## src/hw/rtl/cursor_array_list_engine_core_defines.svh

```systemverilog
// assertion macros for the list engine rtl
`ifndef CURSOR_ARRAY_LIST_ENGINE_CORE_DEFINES_SVH
`define CURSOR_ARRAY_LIST_ENGINE_CORE_DEFINES_SVH

// same-cycle implication, disabled while reset is asserted
`define CALE_ASSERT_IMPL(lbl, clk, rst_n, ante, cons) \
	lbl: assert property (@(posedge clk) disable iff (!rst_n) (ante) |-> (cons)) \
		else $error("list engine assertion failed");

// next-cycle implication, disabled while reset is asserted
`define CALE_ASSERT_NEXT(lbl, clk, rst_n, ante, cons) \
	lbl: assert property (@(posedge clk) disable iff (!rst_n) (ante) |=> (cons)) \
		else $error("list engine assertion failed");

`endif

```

## src/hw/rtl/cale_pkg.sv

```systemverilog
`default_nettype none

package cale_pkg;

	localparam int DEPTH_DEF      = 256;
	localparam int DATA_WIDTH_DEF = 32;

	// item field widths and tdata layout
	localparam int CMD_W       = 4;
	localparam int VALUE_W     = 32;
	localparam int POS_W       = 8;
	localparam int COUNT_W     = 9;
	localparam int CURSOR_W    = 8;
	localparam int CMD_LSB     = 0;
	localparam int VALUE_LSB   = CMD_LSB + CMD_W;
	localparam int POS_LSB     = VALUE_LSB + VALUE_W;
	localparam int IN_TDATA_W  = 48;
	localparam int MOVED_LSB   = VALUE_W;
	localparam int STATUS_LSB  = MOVED_LSB + 1;
	localparam int COUNT_LSB   = STATUS_LSB + 2;
	localparam int CURSOR_LSB  = COUNT_LSB + COUNT_W;
	localparam int OUT_USED_W  = CURSOR_LSB + CURSOR_W;
	localparam int OUT_TDATA_W = 56;
	localparam int OUT_PAD_W   = OUT_TDATA_W - OUT_USED_W;

	typedef enum logic [3:0] {
		CMD_READ_CUR   = 4'd0,
		CMD_WRITE_CUR  = 4'd1,
		CMD_PREV       = 4'd2,
		CMD_NEXT       = 4'd3,
		CMD_FIRST      = 4'd4,
		CMD_LAST       = 4'd5,
		CMD_DELETE     = 4'd6,
		CMD_INS_BEFORE = 4'd7,
		CMD_INS_AFTER  = 4'd8,
		CMD_READ_POS   = 4'd9,
		CMD_WRITE_POS  = 4'd10
	} cmd_t;

	typedef enum logic [1:0] {
		ST_OK        = 2'd0,
		ST_EMPTY     = 2'd1,
		ST_BAD_INDEX = 2'd2,
		ST_FULL      = 2'd3
	} status_t;

	typedef enum logic [2:0] {
		S_IDLE,
		S_EXEC,
		S_RDWAIT,
		S_SHIFT,
		S_DRAIN,
		S_FINAL,
		S_DONE
	} state_t;

	typedef enum logic [1:0] {
		RA_CURSOR,
		RA_POS,
		RA_PTR
	} raddr_sel_t;

	typedef enum logic [2:0] {
		WA_NONE,
		WA_CURSOR,
		WA_CURSOR1,
		WA_POS,
		WA_ZERO
	} waddr_sel_t;

	typedef enum logic [3:0] {
		UPD_NONE,
		UPD_PREV,
		UPD_NEXT,
		UPD_FIRST,
		UPD_LAST,
		UPD_DEL,
		UPD_INS_BEFORE,
		UPD_INS_AFTER,
		UPD_INS_EMPTY
	} upd_t;

	// controller to datapath
	typedef struct packed {
		logic       load;
		logic       res_set;
		status_t    res_status;
		logic       res_moved;
		logic       res_rd;
		logic       mem_re;
		raddr_sel_t ra_sel;
		waddr_sel_t wa_sel;
		logic       shift_start;
		logic       shift_read;
		upd_t       upd;
		logic       out_load;
	} ctl_t;

	// datapath to controller
	typedef struct packed {
		cmd_t cmd;
		logic empty;
		logic full;
		logic pos_bad;
		logic cur_first;
		logic cur_last;
		logic shift_end;
		logic shift_wr_pend;
		logic out_free;
	} sts_t;

endpackage

`default_nettype wire

```

## src/hw/rtl/cale_ctrl.sv

```systemverilog
`default_nettype none

module cale_ctrl import cale_pkg::*; (
	input  logic clk,
	input  logic arst_n,
	input  logic in_valid,
	output logic in_ready,
	input  sts_t sts,
	output ctl_t ctl
);

	state_t state_q;
	state_t state_d;

	always_ff @(posedge clk or negedge arst_n) begin
		if (!arst_n) begin
			state_q <= S_IDLE;
		end else begin
			state_q <= state_d;
		end
	end

	always_comb begin
		state_d        = state_q;
		in_ready       = 1'b0;
		ctl            = '0;
		ctl.res_status = ST_OK;
		ctl.ra_sel     = RA_CURSOR;
		ctl.wa_sel     = WA_NONE;
		ctl.upd        = UPD_NONE;
		case (state_q)
			S_IDLE: begin
				in_ready = 1'b1;
				if (in_valid) begin
					ctl.load = 1'b1;
					state_d  = S_EXEC;
				end
			end
			S_EXEC: begin
				ctl.res_set = 1'b1;
				state_d     = S_DONE;
				if (sts.cmd inside {[CMD_READ_CUR:CMD_DELETE]} && sts.empty) begin
					ctl.res_status = ST_EMPTY;
				end else begin
					case (sts.cmd)
						CMD_READ_CUR: begin
							ctl.mem_re = 1'b1;
							ctl.ra_sel = RA_CURSOR;
							ctl.res_rd = 1'b1;
							state_d    = S_RDWAIT;
						end
						CMD_WRITE_CUR: begin
							ctl.wa_sel = WA_CURSOR;
						end
						CMD_PREV: begin
							ctl.upd       = UPD_PREV;
							ctl.res_moved = !sts.cur_first;
						end
						CMD_NEXT: begin
							ctl.upd       = UPD_NEXT;
							ctl.res_moved = !sts.cur_last;
						end
						CMD_FIRST: begin
							ctl.upd = UPD_FIRST;
						end
						CMD_LAST: begin
							ctl.upd = UPD_LAST;
						end
						CMD_DELETE: begin
							if (sts.cur_last) begin
								ctl.upd = UPD_DEL;
							end else begin
								ctl.shift_start = 1'b1;
								state_d         = S_SHIFT;
							end
						end
						CMD_INS_BEFORE, CMD_INS_AFTER: begin
							if (sts.full) begin
								ctl.res_status = ST_FULL;
							end else if (sts.empty) begin
								ctl.wa_sel = WA_ZERO;
								ctl.upd    = UPD_INS_EMPTY;
							end else if (sts.cmd == CMD_INS_AFTER && sts.cur_last) begin
								state_d = S_FINAL;
							end else begin
								ctl.shift_start = 1'b1;
								state_d         = S_SHIFT;
							end
						end
						CMD_READ_POS: begin
							if (sts.pos_bad) begin
								ctl.res_status = ST_BAD_INDEX;
							end else begin
								ctl.mem_re = 1'b1;
								ctl.ra_sel = RA_POS;
								ctl.res_rd = 1'b1;
								state_d    = S_RDWAIT;
							end
						end
						CMD_WRITE_POS: begin
							if (sts.pos_bad) begin
								ctl.res_status = ST_BAD_INDEX;
							end else begin
								ctl.wa_sel = WA_POS;
							end
						end
						default: begin
						end
					endcase
				end
			end
			S_RDWAIT: begin
				state_d = S_DONE;
			end
			S_SHIFT: begin
				ctl.mem_re     = 1'b1;
				ctl.ra_sel     = RA_PTR;
				ctl.shift_read = 1'b1;
				if (sts.shift_end) begin
					state_d = S_DRAIN;
				end
			end
			S_DRAIN: begin
				// last moved element is written back here
				if (sts.cmd == CMD_DELETE) begin
					ctl.upd = UPD_DEL;
					state_d = S_DONE;
				end else begin
					state_d = S_FINAL;
				end
			end
			S_FINAL: begin
				if (sts.cmd == CMD_INS_BEFORE) begin
					ctl.wa_sel = WA_CURSOR;
					ctl.upd    = UPD_INS_BEFORE;
				end else begin
					ctl.wa_sel = WA_CURSOR1;
					ctl.upd    = UPD_INS_AFTER;
				end
				state_d = S_DONE;
			end
			S_DONE: begin
				if (sts.out_free) begin
					ctl.out_load = 1'b1;
					state_d      = S_IDLE;
				end
			end
			default: begin
				state_d = S_IDLE;
			end
		endcase
	end

endmodule

`default_nettype wire

```

## config.mk

```make
export PLATFORM = sky130hd
export DESIGN_NAME = cale_ctrl
export DESIGN_NICKNAME = d
export VERILOG_FILES = /design/src/hw/rtl/cursor_array_list_engine_core_defines.svh /design/src/hw/rtl/cale_pkg.sv /design/src/hw/rtl/cale_ctrl.sv
export SDC_FILE = /design/constraint.sdc
export NUM_CORES = 1
export LEC_CHECK = 0
export BUFFER_PORTS_ARGS = -buffer_cell sky130_fd_sc_hd__buf_2
export CORE_MARGIN = 4
export CORE_UTILIZATION = 45
export CTS_CLUSTER_DIAMETER = 150
export DETAILED_ROUTE_END_ITERATION = 8
export GPL_ROUTABILITY_DRIVEN = 0
export GPL_TIMING_DRIVEN = 1
export PLACE_DENSITY = 0.78
export RECOVER_POWER = 100
export SYNTH_ARGS = -nofsm -noshare
export SYNTH_HDL_FRONTEND = slang
export SYNTH_SLANG_ARGS = --single-unit
export TNS_END_PERCENT = 100
```

## constraint.sdc

```tcl
create_clock -name clk -period 4.9 [get_ports clk]
set_clock_uncertainty 0.1 [all_clocks]
set_input_delay 0.98 -clock clk [delete_from_list [all_inputs] [get_ports clk]]
set_output_delay 0.98 -clock clk [all_outputs]
set_load 0.02 [all_outputs]
```

; ---- After elaboration in Yosys (flattened, before gate mapping)
; Index checks and enable logic that the tools add are counted.
[op_classes]
eq_ne = 19
order_cmp = 2
n_mux = 47
n_reduce_logical = 11
[ops]
columns = cell, n
row1 = $mux W3, 12
row2 = $pmux W4 S6, 1
row3 = $mux W4, 5
row4 = $pmux W3 S6, 1
row5 = $eq A4 B3 Y1 const B, 4
row6 = $eq A4 B4 Y1 const B, 3
row7 = $mux W2, 6
row8 = $pmux W3 S2, 2
row9 = $pmux W3 S4, 1
row10 = $pmux W4 S3, 1
row11 = $mux W1, 11
row12 = $eq A3 B3 Y1 const B, 3
row13 = $mux W9, 1
row14 = $pmux W3 S3, 1
row15 = $eq A4 B2 Y1 const B, 2
row16 = $pmux W4 S2, 1
row17 = $eq A3 B2 Y1 const B, 2
row18 = $ne A2 B2 Y1 const B, 3
row19 = $reduce_or A2 Y1, 3
row20 = $mux W5, 1
row21 = $eq A4 B1 Y1 const B, 1
row22 = $ge A4 B1 Y1 const B, 1
row23 = $le A4 B3 Y1 const B, 1
row24 = $logic_not A4 Y1, 1
row25 = 7 further kinds, 11
[totals]
out_inout_bits = 20
ff_bits = 3
elab_cells = 80
in_bits = 15

; ---- Depth between registers and ports, before layout
[logic_depth]
depth_word = 8
depth_mapped = 6
ltp_nobuf = 4

; ---- Worst setup path after synthesis
; OpenSTA, ideal clock, no wires.
[synth_path]
kind = input to output
start = input sts[9] in the netlist's numbering
end = output ctl[4] in the netlist's numbering
path_slack_ns = 1.409
required_ns = 3.820
t_arrival_ns = 2.411
path_buffers = 1
path_stages = 4
path_cell_list = or3b_1 -> buf_2 -> o21a_1 -> nor4b_1
[synth_rtl]
columns = element, line
row1 = "start, declared", cale_ctrl.sv:8  ; input sts_t sts,
row2 = "end, declared", cale_ctrl.sv:9  ; output ctl_t ctl

==> results.md <==
* Post-synth design cell area at 724 um^2
* Die ar. at 0.00232 mm^2
* Root Buffer: clkbuf_4
* Top reg by flops: state_q
* Ranking of synthesized cells by area: dfrtp_1 (10%), nor2_1 (9.3%), a21oi_1 (8.3%)
* Final non-filler cell total at 152
* Drt initial violations at 23
* Fin nets at 152
* Starting Density at 0.481
* Row Count at 14
* Die Y at 48.1 um
* First-pass GRT wire length at 2990 um
* Largest area contributor in the synthesized netlist: dfrtp_1
* All-Layer GR Usage at 0.183
* Rel. slew slack at 0.641
* DP Worst Slack at 1430 ps
* Core area at 0.00151 mm^2
* Clock Sinks at 3
* Area grow syn2layout at 14.2%
* Total CTS buffers at 3
* Setup bufs post-CTS at 0
* Seq cells post-synth at 3
* Share of layout cells above drive strength 1 at 0.154
* Crit path arrival time at 2670 ps
* Clk_lat worst skew at 240 ps
* CP Capture Point: ctl[15]
* Critical path class: in2out
* Post-CTS Resized at 0
* Antenna Nets Post-Route at 0
* Largest net degree at the start of global routing at 20
* Count of final setup violators at 0
* Number of warnings issued by yosys at 0
* Cell area after layout at 827 um^2
* Residual DRC count at 0
* Routed vias at 912
* Final HPWL DP at 1500 um
* I/O pin count at 35
* Commonest non-fill, non-tap cell in the layout: clkbuf_1
* Clock-pin slew of the registers on the worst-case setup and hold paths at 40 ps
* Pwr Total at 0.302 mW
* Final hold violation count at 0
* Flip-flop count of the largest register after layout at 3
* Setup crit start kind: input port
* Slew Viols, Final at 0
* Avg WL per Cell at 13.3 um
* Crit end category: output pin
* Crit share post-route at 0.765
* Setup TNS at 0 ps
* RR Endpoint: state_q[0]
* Crit Reg-Reg Startpoint: state_q[2]
* Reg2reg path depth at 3
* H-Tree Depth at 1
* CTS Hold Bufs at 0
* CP Max Fanout at 14
* Pre-Repair DR Iteration Count at 4
* Worst slew pin tran at 538 ps
* Leak at 0.317 nW
* Gr ovfl total at 0
* Worst vdd ir at 0.000234 V
* Clk buf depth at 2
* Chip Width at 48.1 um
* Most frequent cells in the layout: clkbuf_1 (19), nor2_1 (18), buf_2 (15)
* Final Util at 0.549
* Seq/Total Area, Yosys at 0.104
* Number of global-route vias before repair at 707
* Largest regs: state_q (3)
* Worst Hold Class: in2async
* Setup slack after layout at 1150 ps
* Distinct cells, synth at 40
* Post-DP Area at 850 um^2
* CTS tree: done
* Min cycle time layout at 3750 ps
* Synth Area per Inst at 6.53 um^2
* Critical path origin: sts[11]
* Cell Pwr Density at 365 mW/mm^2
* RSZ-0062 raised after global routing: false
* FILL cells at 160
* Fin Hold WS at 435 ps
* Yosys top cell area share at 0.104
* R2R Setup Slk at 3220 ps
* Cells after synthesis at 111
* Port Buffer Count at 33
* CP required at 3820 ps
* Via/cell ratio at 6.00
* Cells after DPL at 148
* Initial antenna violation count at 0
* Drt total wl at 2020 um
* ANT cells at 0
* Max-Cap Viols at 0
* Syn Nets at 126
* Outcome: complete, no violations
* F_max at 267 MHz
==> final cells by class <==
| class | count | area [um^2] | area share |
|---|---|---|---|
| multi-input combinational | 93 | 552 | 0.667 |
| timing repair buffer | 33 | 143 | 0.172 |
| sequential | 3 | 75.1 | 0.0908 |
| clock buffer | 4 | 26.3 | 0.0318 |
| tap | 16 | 20.0 | 0.0242 |
| inverter | 3 | 11.3 | 0.0136 |
==> worst max-delay path, cell delays in order <==
cell and delay, ps:
clkbuf_1 380, or3b_1 490, o21a_1 250, nand2b_1 140, a21boi_0 170, clkbuf_1 250
==> worst min-delay path by stage <==
stage                      end  slack [ps]  cells after the start
floorplan           state_q[1]         520                      3
global placement    state_q[1]         670                      1
detailed placement  state_q[1]         670                      2
CTS                 state_q[1]         430                      1
global route        state_q[2]         450                      1
finish              state_q[1]         440                      1
==> power breakdown <==
| part | switching [mW] | internal [mW] |
|---|---|---|
| clock | 0.0136 | 0.0305 |
| sequential | 0.0360 | 0.0369 |
| combinational | 0.116 | 0.0694 |
==> synth_stat cells <==
library cell and number:
nor2_1 18, a21oi_1 12, nand2_1 8, nand2b_1 7
o21ai_0 7, buf_2 6, clkbuf_1 4, nor3_1 4
dfrtp_1 3, inv_1 3, nand3b_1 3, nor4_1 3
nor4b_1 3, mux2_2 2, o211ai_1 2, o22ai_1 2
a21bo_2 1, a21boi_0 1, a32o_1 1, a32oi_1 1
and2_1 1, and3b_1 1, and4_1 1, buf_1 1
buf_6 1, mux2i_1 1, nand3_1 1, nand4b_1 1
nor2b_1 1, nor3b_4 1, nor4_4 1, o21a_1 1
o221ai_1 1, o311ai_0 1, o31a_1 1, o31ai_1 1
o41ai_1 1, or2_1 1, or3b_1 1, or3b_2 1
==> cells by family after synthesis <==
group	Yosys count	synth area share
flip-flops	3	0.104
buffers and inverters	15	0.0984
multiplexers	3	0.0449
AO/OA/AOI/OAI	33	0.288
AND/OR/NAND/NOR	57	0.465
==> per-layer routing <==
| metal | up-vias | global-route usage | share of wire |
|---|---|---|---|
| li1 | 459 | - | - |
| met1 | 395 | 0.262 | 0.45 |
| met2 | 52 | 0.261 | 0.42 |
| met3 | 6 | 0.0111 | 0.098 |
| met4 | 0 | 0.124 | 0.029 |
| met5 | - | 0 | 0 |
(Power assumes the default switching activity.)
